$ cat src/rtl/gpr_pkg.sv
// ----------------------------------------------------------------------------
// gpr_pkg
// Shared types, register indexes and byte-lane helpers for the GPIO port
// register block.
// ----------------------------------------------------------------------------
`timescale 1ns / 1ps

package gpr_pkg;

    // Access kinds
    localparam logic OP_READ  = 1'b0;
    localparam logic OP_WRITE = 1'b1;

    // Access sizes (code three behaves as a word)
    localparam logic [1:0] SIZE_BYTE  = 2'd0;
    localparam logic [1:0] SIZE_HALF  = 2'd1;
    localparam logic [1:0] SIZE_WORD  = 2'd2;
    localparam logic [1:0] SIZE_WORD3 = 2'd3;

    // Field widths
    localparam int OFFSET_W = 10;
    localparam int SIZE_W   = 2;
    localparam int DATA_W   = 32;
    localparam int INDEX_W  = OFFSET_W - 2;
    localparam int HALF_W   = 16;

    // Register word indexes (byte offset bits 9..2)
    localparam logic [INDEX_W-1:0] IDX_MODE  = 8'd0;
    localparam logic [INDEX_W-1:0] IDX_OTYPE = 8'd1;
    localparam logic [INDEX_W-1:0] IDX_SPEED = 8'd2;
    localparam logic [INDEX_W-1:0] IDX_PULL  = 8'd3;
    localparam logic [INDEX_W-1:0] IDX_IDR   = 8'd4;
    localparam logic [INDEX_W-1:0] IDX_ODR   = 8'd5;
    localparam logic [INDEX_W-1:0] IDX_BSRR  = 8'd6;
    localparam logic [INDEX_W-1:0] IDX_LOCK  = 8'd7;
    localparam logic [INDEX_W-1:0] IDX_AFL   = 8'd8;
    localparam logic [INDEX_W-1:0] IDX_AFH   = 8'd9;

    // One bus access
    typedef struct packed {
        logic                opcode;
        logic [OFFSET_W-1:0] byte_offset;
        logic [SIZE_W-1:0]   access_size;
        logic [DATA_W-1:0]   write_data;
    } gpr_access_t;

    // Low-aligned lane mask for an access size
    function automatic logic [DATA_W-1:0] lane_mask(input logic [SIZE_W-1:0] size);
        logic [DATA_W-1:0] m;
        case (size)
            SIZE_BYTE: m = 32'h0000_00FF;
            SIZE_HALF: m = 32'h0000_FFFF;
            default:   m = 32'hFFFF_FFFF;
        endcase
        return m;
    endfunction

    // Selected lanes shifted down to bit 0
    function automatic logic [DATA_W-1:0] lane_read(input logic [DATA_W-1:0] value,
                                                    input logic [1:0]        sub,
                                                    input logic [SIZE_W-1:0] size);
        logic [4:0] sh;
        sh = {sub, 3'b000};
        if (size[1])
            return value;
        return (value >> sh) & lane_mask(size);
    endfunction

    // Write data placed on its lanes; the lane above bit 31 drops out
    function automatic logic [DATA_W-1:0] lane_place(input logic [DATA_W-1:0] data,
                                                     input logic [1:0]        sub,
                                                     input logic [SIZE_W-1:0] size);
        logic [4:0] sh;
        sh = {sub, 3'b000};
        if (size[1])
            return data;
        return (data & lane_mask(size)) << sh;
    endfunction

    // Merge written lanes into the old register value
    function automatic logic [DATA_W-1:0] lane_merge(input logic [DATA_W-1:0] old,
                                                     input logic [DATA_W-1:0] data,
                                                     input logic [1:0]        sub,
                                                     input logic [SIZE_W-1:0] size);
        logic [4:0]        sh;
        logic [DATA_W-1:0] m;
        sh = {sub, 3'b000};
        m  = size[1] ? {DATA_W{1'b1}} : (lane_mask(size) << sh);
        return (old & ~m) | lane_place(data, sub, size);
    endfunction

endpackage

$ cat src/rtl/gpio_port_register_file_core.sv
// ----------------------------------------------------------------------------
// gpio_port_register_file_core
// GPIO port register block: one bus access per transfer, one result each.
// ----------------------------------------------------------------------------
// Each slave transfer is one read or write access; each produces exactly one
// master transfer carrying the read result (zero for writes). Accesses flow
// at one per clock while the master side is ready: a transfer lands in the input
// register, and on the next edge that the result register is free the
// register file performs the write or the lane read and the result is
// registered. Throughput is set by the single decode-and-merge path between
// those two registers. Register updates take effect at the edge the access
// leaves the input register, in arrival order.
`timescale 1ns / 1ps

module gpio_port_register_file_core
(
    input  logic        clk,
    input  logic        rst_n,
    input  logic        s_axis_tvalid,
    output logic        s_axis_tready,
    // [9:0] byte_offset, [11:10] access_size, [43:12] write_data, [47:44] zero
    input  logic [47:0] s_axis_tdata,
    // [0] opcode
    input  logic        s_axis_tuser,
    output logic        m_axis_tvalid,
    input  logic        m_axis_tready,
    // [31:0] read_data
    output logic [31:0] m_axis_tdata
);

    gpr_pkg::gpr_access_t in_access;
    gpr_pkg::gpr_access_t held_access;
    logic                 held_valid;
    logic                 can_load;
    logic                 advance;
    logic [31:0]          read_data;

    // Unpack the slave transfer
    assign in_access.opcode      = s_axis_tuser;
    assign in_access.byte_offset = s_axis_tdata[9:0];
    assign in_access.access_size = s_axis_tdata[11:10];
    assign in_access.write_data  = s_axis_tdata[43:12];

    // Move the held access into the result register when it is free
    assign advance = held_valid && can_load;

    gpr_in_reg u_in_reg
    (
        .clk       (clk),
        .rst_n     (rst_n),
        .in_valid  (s_axis_tvalid),
        .in_ready  (s_axis_tready),
        .in_access (in_access),
        .advance   (advance),
        .valid     (held_valid),
        .access    (held_access)
    );

    gpr_regfile u_regfile
    (
        .clk       (clk),
        .rst_n     (rst_n),
        .step      (advance),
        .access    (held_access),
        .read_data (read_data)
    );

    gpr_out_reg u_out_reg
    (
        .clk       (clk),
        .rst_n     (rst_n),
        .load      (advance),
        .load_data (read_data),
        .can_load  (can_load),
        .out_valid (m_axis_tvalid),
        .out_ready (m_axis_tready),
        .out_data  (m_axis_tdata)
    );

endmodule

$ cat src/rtl/gpr_in_reg.sv
// ----------------------------------------------------------------------------
// gpr_in_reg
// Input register: captures one access and holds it until the register file
// takes it.
// ----------------------------------------------------------------------------
`timescale 1ns / 1ps

module gpr_in_reg
(
    input  logic                 clk,
    input  logic                 rst_n,
    input  logic                 in_valid,
    output logic                 in_ready,
    input  gpr_pkg::gpr_access_t in_access,
    input  logic                 advance,
    output logic                 valid,
    output gpr_pkg::gpr_access_t access
);

    logic                 valid_reg;
    logic                 valid_next;
    gpr_pkg::gpr_access_t access_reg;

    // Take a new transfer when empty or when the held one leaves now
    assign in_ready   = !valid_reg || advance;
    assign valid_next = in_valid ? 1'b1 : (valid_reg && !advance);

    always_ff @(posedge clk or negedge rst_n)
    begin
        if (!rst_n)
        begin
            valid_reg <= 1'b0;
        end
        else
        begin
            valid_reg <= valid_next;
        end
    end

    // Load payload on each accepted transfer
    always_ff @(posedge clk)
    begin
        if (in_valid && in_ready)
        begin
            access_reg <= in_access;
        end
    end

    assign valid  = valid_reg;
    assign access = access_reg;

endmodule

$ cat src/rtl/gpr_regfile.sv
// ----------------------------------------------------------------------------
// gpr_regfile
// Port registers with offset decode, byte-lane merge on writes and lane
// extraction on reads.
// ----------------------------------------------------------------------------
`timescale 1ns / 1ps

module gpr_regfile
(
    input  logic                         clk,
    input  logic                         rst_n,
    input  logic                         step,
    input  gpr_pkg::gpr_access_t         access,
    output logic [gpr_pkg::DATA_W-1:0]   read_data
);

    logic [gpr_pkg::DATA_W-1:0]  mode_reg,  mode_next;
    logic [gpr_pkg::HALF_W-1:0]  otype_reg, otype_next;
    logic [gpr_pkg::DATA_W-1:0]  speed_reg, speed_next;
    logic [gpr_pkg::DATA_W-1:0]  pull_reg,  pull_next;
    logic [gpr_pkg::HALF_W-1:0]  level_reg, level_next;
    logic [gpr_pkg::DATA_W-1:0]  lock_reg,  lock_next;
    logic [gpr_pkg::DATA_W-1:0]  afl_reg,   afl_next;
    logic [gpr_pkg::DATA_W-1:0]  afh_reg,   afh_next;

    logic [gpr_pkg::INDEX_W-1:0] idx;
    logic [1:0]                  sub;
    logic [gpr_pkg::DATA_W-1:0]  sel_value;
    logic                        sel_mapped;
    logic [gpr_pkg::DATA_W-1:0]  set_reset;
    logic [gpr_pkg::DATA_W-1:0]  otype_wide;
    logic [gpr_pkg::DATA_W-1:0]  level_wide;
    logic                        is_write;

    assign idx      = access.byte_offset[gpr_pkg::OFFSET_W-1:2];
    assign sub      = access.byte_offset[1:0];
    assign is_write = (access.opcode == gpr_pkg::OP_WRITE);

    // Select the register a read addresses
    always_comb
    begin
        sel_value  = '0;
        sel_mapped = 1'b1;
        case (idx)
            gpr_pkg::IDX_MODE:  sel_value = mode_reg;
            gpr_pkg::IDX_OTYPE: sel_value = {16'h0000, otype_reg};
            gpr_pkg::IDX_SPEED: sel_value = speed_reg;
            gpr_pkg::IDX_PULL:  sel_value = pull_reg;
            gpr_pkg::IDX_ODR:   sel_value = {16'h0000, level_reg};
            gpr_pkg::IDX_LOCK:  sel_value = lock_reg;
            gpr_pkg::IDX_AFL:   sel_value = afl_reg;
            gpr_pkg::IDX_AFH:   sel_value = afh_reg;
            default:            sel_mapped = 1'b0;
        endcase
    end

    // Read result; writes and unmapped words give zero
    assign read_data = (!is_write && sel_mapped)
                       ? gpr_pkg::lane_read(sel_value, sub, access.access_size)
                       : '0;

    assign otype_wide = gpr_pkg::lane_merge({16'h0000, otype_reg}, access.write_data,
                                            sub, access.access_size);
    assign level_wide = gpr_pkg::lane_merge({16'h0000, level_reg}, access.write_data,
                                            sub, access.access_size);
    assign set_reset  = gpr_pkg::lane_place(access.write_data, sub, access.access_size);

    // Compute register updates for a write
    always_comb
    begin
        mode_next  = mode_reg;
        otype_next = otype_reg;
        speed_next = speed_reg;
        pull_next  = pull_reg;
        level_next = level_reg;
        lock_next  = lock_reg;
        afl_next   = afl_reg;
        afh_next   = afh_reg;
        if (step && is_write)
        begin
            case (idx)
                gpr_pkg::IDX_MODE:
                    mode_next = gpr_pkg::lane_merge(mode_reg, access.write_data,
                                                    sub, access.access_size);
                gpr_pkg::IDX_OTYPE:
                    otype_next = otype_wide[gpr_pkg::HALF_W-1:0];
                gpr_pkg::IDX_SPEED:
                    speed_next = gpr_pkg::lane_merge(speed_reg, access.write_data,
                                                     sub, access.access_size);
                gpr_pkg::IDX_PULL:
                    pull_next = gpr_pkg::lane_merge(pull_reg, access.write_data,
                                                    sub, access.access_size);
                gpr_pkg::IDX_ODR:
                    level_next = level_wide[gpr_pkg::HALF_W-1:0];
                gpr_pkg::IDX_BSRR:
                    level_next = (level_reg | set_reset[15:0]) & ~set_reset[31:16];
                gpr_pkg::IDX_LOCK:
                    lock_next = gpr_pkg::lane_merge(lock_reg, access.write_data,
                                                    sub, access.access_size);
                gpr_pkg::IDX_AFL:
                    afl_next = gpr_pkg::lane_merge(afl_reg, access.write_data,
                                                   sub, access.access_size);
                gpr_pkg::IDX_AFH:
                    afh_next = gpr_pkg::lane_merge(afh_reg, access.write_data,
                                                   sub, access.access_size);
                default:
                    ;
            endcase
        end
    end

    always_ff @(posedge clk or negedge rst_n)
    begin
        if (!rst_n)
        begin
            mode_reg  <= '0;
            otype_reg <= '0;
            speed_reg <= '0;
            pull_reg  <= '0;
            level_reg <= '0;
            lock_reg  <= '0;
            afl_reg   <= '0;
            afh_reg   <= '0;
        end
        else
        begin
            mode_reg  <= mode_next;
            otype_reg <= otype_next;
            speed_reg <= speed_next;
            pull_reg  <= pull_next;
            level_reg <= level_next;
            lock_reg  <= lock_next;
            afl_reg   <= afl_next;
            afh_reg   <= afh_next;
        end
    end

    // A read never disturbs the register contents
    a_read_keeps_state: assert property (@(posedge clk) disable iff (!rst_n)
        (step && !is_write) |=>
            ($stable(mode_reg) && $stable(otype_reg) && $stable(speed_reg) &&
             $stable(pull_reg) && $stable(level_reg) && $stable(lock_reg) &&
             $stable(afl_reg) && $stable(afh_reg)))
        else $error("register changed on a read");

    // A write beyond the map is dropped
    a_unmapped_write_dropped: assert property (@(posedge clk) disable iff (!rst_n)
        (step && is_write && (idx > gpr_pkg::IDX_AFH)) |=>
            ($stable(mode_reg) && $stable(otype_reg) && $stable(speed_reg) &&
             $stable(pull_reg) && $stable(level_reg) && $stable(lock_reg) &&
             $stable(afl_reg) && $stable(afh_reg)))
        else $error("unmapped write changed a register");

    // A word write to the set/reset register sets, then clears output bits
    a_set_reset_word: assert property (@(posedge clk) disable iff (!rst_n)
        (step && is_write && (idx == gpr_pkg::IDX_BSRR) && access.access_size[1]) |=>
            (level_reg == (($past(level_reg) | $past(access.write_data[15:0])) &
                           ~$past(access.write_data[31:16]))))
        else $error("set/reset update wrong");

    // A word write to output type keeps only the low half
    a_otype_word: assert property (@(posedge clk) disable iff (!rst_n)
        (step && is_write && (idx == gpr_pkg::IDX_OTYPE) && access.access_size[1]) |=>
            (otype_reg == $past(access.write_data[15:0])))
        else $error("output type word write wrong");

endmodule

$ cat src/rtl/gpr_out_reg.sv
// ----------------------------------------------------------------------------
// gpr_out_reg
// Result register: holds one read result until the downstream side takes
// it.
// ----------------------------------------------------------------------------
`timescale 1ns / 1ps

module gpr_out_reg
(
    input  logic                       clk,
    input  logic                       rst_n,
    input  logic                       load,
    input  logic [gpr_pkg::DATA_W-1:0] load_data,
    output logic                       can_load,
    output logic                       out_valid,
    input  logic                       out_ready,
    output logic [gpr_pkg::DATA_W-1:0] out_data
);

    logic                       valid_reg;
    logic                       valid_next;
    logic [gpr_pkg::DATA_W-1:0] data_reg;

    // Free when empty or when the held result transfers now
    assign can_load   = !valid_reg || out_ready;
    assign valid_next = load ? 1'b1 : (valid_reg && !out_ready);

    always_ff @(posedge clk or negedge rst_n)
    begin
        if (!rst_n)
        begin
            valid_reg <= 1'b0;
        end
        else
        begin
            valid_reg <= valid_next;
        end
    end

    // Capture a new result
    always_ff @(posedge clk)
    begin
        if (load)
        begin
            data_reg <= load_data;
        end
    end

    assign out_valid = valid_reg;
    assign out_data  = data_reg;

endmodule
$ cat config.mk
export PLATFORM = sky130hd
export DESIGN_NAME = gpio_port_register_file_core
export DESIGN_NICKNAME = d
export VERILOG_FILES = /design/src/rtl/gpr_pkg.sv /design/src/rtl/gpio_port_register_file_core.sv /design/src/rtl/gpr_in_reg.sv /design/src/rtl/gpr_regfile.sv /design/src/rtl/gpr_out_reg.sv
export SDC_FILE = /design/constraint.sdc
export NUM_CORES = 1
export LEC_CHECK = 0
export ABC_AREA = 1
export BUFFER_PORTS_ARGS = -buffer_cell sky130_fd_sc_hd__buf_2
export CELL_PAD_IN_SITES_DETAIL_PLACEMENT = 0
export CELL_PAD_IN_SITES_GLOBAL_PLACEMENT = 1
export CORE_ASPECT_RATIO = 1.4
export CORE_MARGIN = 5
export CORE_UTILIZATION = 30
export DETAILED_ROUTE_END_ITERATION = 8
export HOLD_SLACK_MARGIN = 0.1
export PLACE_DENSITY_LB_ADDON = 0.08
export SYNTH_ARGS = -nofsm -noshare
export SYNTH_HDL_FRONTEND = slang
export SYNTH_SLANG_ARGS = --single-unit
export TNS_END_PERCENT = 1
$ cat constraint.sdc
create_clock -name clk -period 6.05 [get_ports clk]
set_input_delay 0.605 -clock clk [delete_from_list [all_inputs] [get_ports clk]]
set_output_delay 0.605 -clock clk [all_outputs]
set_load 0.01 [all_outputs]
# Word level (Yosys, flattened, before mapping)
# Index checks and enable logic that the tools add are counted.
# totals
latch_bits	0
word_cells	177
output_inout_bits	34
regBits	303
in_bits	53
romBits	0
ramBits	0
memories	0
# classes
n_bitwise	34
n_addsub	0
shift	15
multipliers	0
n_reduce_logical	25
order_cmp	0
n_eq_ne	9
n_mux	79
n_div	0
# op_table
cell	n
$mux 32	59
$and 32x32->32	14
$shl 32x5->32	13
$pmux 32 s8	1
$not 32->32	6
$or 32x32->32	6
$pmux 32 s2	1
$and 16x16->16	3
$or 16x16->16	3
$not 16->16	2
$pmux 16 s2	1
$shl 32x5->16	1
$shr 32x5->32	1
$eq 8x3->1 const B	3
$eq 8x2->1 const B	2
$eq 8x4->1 const B	2
$mux 1	16
$mux 16	1
$reduce_and 2->1	8
$eq 8x1->1 const B	1
$logic_not 8->1	1
$reduce_or 8->1	1
$logic_and 1x1->1	6
$logic_not 1->1	5
4 further kinds	5

# Longest topological paths before layout
# logic_depth
ltp_word	14
ltp_mapped	13
depth_no_buf	11

# Cells and area by module
# From an unflattened synthesis, not the netlist that was laid out.
# hier_totals
hier_cells	1619
hier_area_um2	14168.6
# by_module_without_submodules
mod	area_each_um2	seq_area_each_um2	instances	cells_each
gpr_regfile	11758.8	5605.4	1	1529
gpr_in_reg	1396.3	1376.3	1	51
gpr_out_reg	1006.0	985.9	1	37
gpio_port_register_file_core	7.5	0.0	1	2

# Worst setup path after synthesis
# No wires, ideal clock.
# synth_path
path_type	in2reg
from	input port m_axis_tready
to	register u_regfile.afl_reg[10] (netlist bit)
arrival_time_ps	3423
path_slack_ps	2486
setup_time_ps	141
required_time_ps	5909
n_path_buf	2
path_stages	11
path_cell_list	inv_1 nand2_1 inv_1 nor2_1 nand2_1 nor2_1 inv_1 clkbuf_1 clkbuf_1 o21ai_0 o21ai_0
# synth_between
elab_chain_cells	4
# synth_rtl
element	line	rtl
from (decl)	gpio_port_register_file_core.sv:26	input logic m_axis_tready,
$logic_or 1x1->1	gpr_out_reg.sv:25	assign can_load = !valid_reg || out_ready;
$logic_and 1x1->1	gpio_port_register_file_core.sv:45	assign advance = held_valid && can_load;
net advance	gpio_port_register_file_core.sv:35	logic advance;
$logic_and 1x1->1	gpr_regfile.sv:79	if (step && is_write)
$reduce_and 2->1 (no source line)	-	
to (signal assigned)	gpr_regfile.sv:133	afl_reg <= afl_next;
to (decl)	gpr_regfile.sv:23	logic [gpr_pkg::DATA_W-1:0] afl_reg, afl_next;
# The timed path passes the listed nets, and every way through them passes these cells.
# A chain may end at the register's enable or synchronous reset.

# Worst setup path after layout
# layout_path
from	register u_in_reg.access_reg (netlist bit u_in_reg.access[36])
to	register u_out_reg.data_reg (netlist bit u_out_reg.out_data[30]), data pin
# layout_between
elab_chain_cells	5
word_cells_on_any_way	16
classes_between	eq/ne (7); shift (1); mux (4); bitwise (1); reduce/logical (3)
# layout_rtl
element	line	rtl
from (decl)	gpr_in_reg.sv:22	gpr_pkg::gpr_access_t access_reg;
from (signal assigned)	gpr_in_reg.sv:45	access_reg <= in_access;
$eq 8x4->1 (tied with other cells)	gpr_regfile.sv:44	case (idx)
$pmux 32 s8	gpr_regfile.sv:44	
$shr 32x5->32	gpr_pkg.sv:66	return (value >> sh) & lane_mask(size);
$and 32x32->32	gpr_pkg.sv:66	
$mux 32	gpr_pkg.sv:66	
to (signal assigned)	gpr_out_reg.sv:45	data_reg <= load_data;
to (decl)	gpr_out_reg.sv:22	logic [gpr_pkg::DATA_W-1:0] data_reg;
# Parallel ways exist; a longest one is shown, timed or not. The select of a mux whose other input is x is not followed.

==> impl_metrics.tcl <==
set metrics [dict create \
    total_power_w 0.004842 \
    grt_setup_unrepaired "no" \
    critPathMaxStageDelay_ns 0.73 \
    yosys_warnings 0 \
    syn2layout_area_growth_pct 16.48 \
    htree_levels 2 \
    drtAntennaViolNets 0 \
    drive_gt1_frac 0.1263 \
    clock_sinks 303 \
    grt_max_degree 115 \
    post-route-period-util 0.6032 \
    cp_cell_sequence "inv_2 > nand2_1 > nor2_4 > nand2_1 > nand4_1 > nor2_2 > nor2_8 > nand2_2 > a21oi_1" \
    ys_seq_area_frac 0.5885 \
    io_buffers 82 \
    ios 87 \
    clkLatencyLatePin_ns 0.53 \
    cts_max_path_buffers 3 \
    core_area_sq_um 44890 \
    drc 0 \
    synth_simple_gate_area_share 0.1416 \
    max_freq_mhz 274.0 \
    clk_pin_slew_ns 0.06 \
    synth-adder-area-share 0 \
    syn_area_per_cell_sq_um 9.129 \
    dp_cells 2078 \
    worstSetupEndpointType "flop" \
    cp_data_arrival_time_ns 3.96 \
    fp.dieW_microns 189.5 \
    hpwl_microns 34370 \
    clock_skew_ns 0.03216 \
    synthArstFlopShare 0.7459 \
    synthMuxAreaShare 0.0008318 \
    hp-class "in -> async" \
    status "finished, final reports clean" \
    place.gp.congestion 0.8229 \
    cts_buffers 35 \
    min_period_ns 3.649 \
    cts_setup_buffers 0 \
    path_common_cell "nand2_1" \
    synth_area_leader_cell "dfrtp_1" \
    drtIter0Drc 835 \
    antenna_found_initial 0 \
    hold_viol_final 0 \
    layout.cells.non_filler 2140 \
    cap_viol_max_count 0 \
    slew_viol_final 0 \
    path_class "reg -> reg" \
    row_count 92 \
    cts_tree "built" \
    synth_top_area_share 0.4177 \
    cts_resized 0 \
    yosys.cell_types.count 28 \
    synth_top_family_by_area "compound AO/OA/AOI/OAI gates" \
    die_y_microns 261.4 \
    grt_pass1_wl_microns 75470 \
    root_buffer "clkbuf_16" \
    ys_ff_latch 303 \
    die-area_sq_um 49540 \
    peakVddDrop_mv 0.2196 \
    yosysMostFrequentCell "dfrtp_1" \
    critPathTopFamily "simple AND/OR/NAND/NOR gates" \
    synth_nets 1536 \
    tightest_slew_ns 1.142 \
    worstPathRequired_ns 6.36 \
    synth_area_sq_um 13540 \
    synth-compound-area-share 0.1980 \
    diodes 0 \
    drtPass1Iterations 6 \
    slew-limit-headroom 0.2388 \
    fin_nets 1604 \
    synth_common_cells "dfrtp_1, o21ai_0, nand2_1" \
    vias 11190 \
    gr-usage-all-layers 0.2044 \
    grt_pass1_vias 11020 \
    power.density_cell_area_nw_per_um2 307.0 \
    routed_wl_microns 51350 \
    p_leak_nw 7.236 \
    overflow 0 \
    critical_path_buf_inv_count 1 \
    finalSetupTns_ns 0 \
    initial_core_util 0.3016 \
    crit_path_start_kind "flop" \
    vias_per_cell 5.229 \
    largest_reg_flops 45 \
    path_max_fanout 20 \
    synth_area_leaders "dfrtp_1, edfxtp_1, o21ai_0" \
    wire_per_inst_microns 23.99 \
    synth_edf_count 77 \
    syn_inst 1483 \
    cts_hold_buf 0 \
    setup_viol 0 \
    synth_xor_area_frac 0 \
    slowest_stage "nor2_4" \
    synth-main-ff-cell "dfrtp_1" \
]
-- placed cells by master (no fill, tap or decap), types with 9 or more instances in the layout --
cell and count:
a21oi_1 37, inv_2 15, inv_1 158, nor2_2 9, nor2_1 132, dfrtp_1 226, o211ai_1 10, nand3_1 118
o22ai_1 130, o21ai_1 61, o21ai_0 218, buf_4 23, a22oi_1 16, edfxtp_1 77, buf_2 81, clkbuf_16 35
nand2_1 170
-- layout make-up --
type / instances / area (sq um)
fill: 4695 / 29120
sequential: 303 / 7968
multi-input combinational: 932 / 4638
clock buffer: 45 / 973.4
tap: 564 / 705.7
inverter: 173 / 649.4
timing repair buffer: 106 / 613.1
clock inverter: 17 / 221.5
-- routing by layer --
metal	GRT usage	wire, microns
met1	0.2698	22120
met2	0.3593	25990
met3	0.02867	2361
met4	0.04463	878
met5	0	0
-- stage by stage --
| step | util | cell area, sq um | setup WS (ns) | hold WS [ns] |
|---|---|---|---|---|
| 2_1_floorplan | - | 13540 | 2.486 | 0.3094 |
| 3_3_place_gp | 0.3246 | 14570 | 2.492 | 0.4687 |
| 3_5_place_dp | 0.3246 | 14570 | 2.488 | 0.4790 |
| 4_1_cts | 0.3513 | 15770 | 2.451 | 0.2183 |
| 5_1_grt | 0.3513 | 15770 | 2.257 | 0.2251 |
| 6_report | 0.3513 | 15770 | 2.401 | 0.1758 |
-- cells by family (layout without fill, tap and decap cells) --
kind of cell / Yosys count / after routing
AOI/OAI and AO/OA: 483 / 483
muxes: 1 / 1
DFF: 303 / 303
and+or+nand+nor: 448 / 448
buffers and inverters: 248 / 341
-- where the power goes --
group | internal [W] | switching [W]
clock network | 0.00135 | 0.000894
logic | 0.0000919 | 0.000286
registers | 0.00218 | 0.0000345
-- worst paths after layout --
path / from / to / slack, ns / cells after the start
min in group clk: s_axis_tdata[17] / u_in_reg.access[5] / 0.24 / 1
max in group asynchronous: rst_n / u_out_reg.out_valid / 4.63 / 2
setup / recovery: u_in_reg.access[36] / u_out_reg.out_data[30] / 2.40 / 9
hold / removal: rst_n / u_regfile.mode_reg[22] / 0.18 / 1
setup reg to reg: u_in_reg.access[36] / u_out_reg.out_data[30] / 2.40 / 9
hold reg to reg: u_regfile.lock_reg[5] / u_regfile.lock_reg[5] / 0.49 / 2
Power figures use the tool's default switching activity.
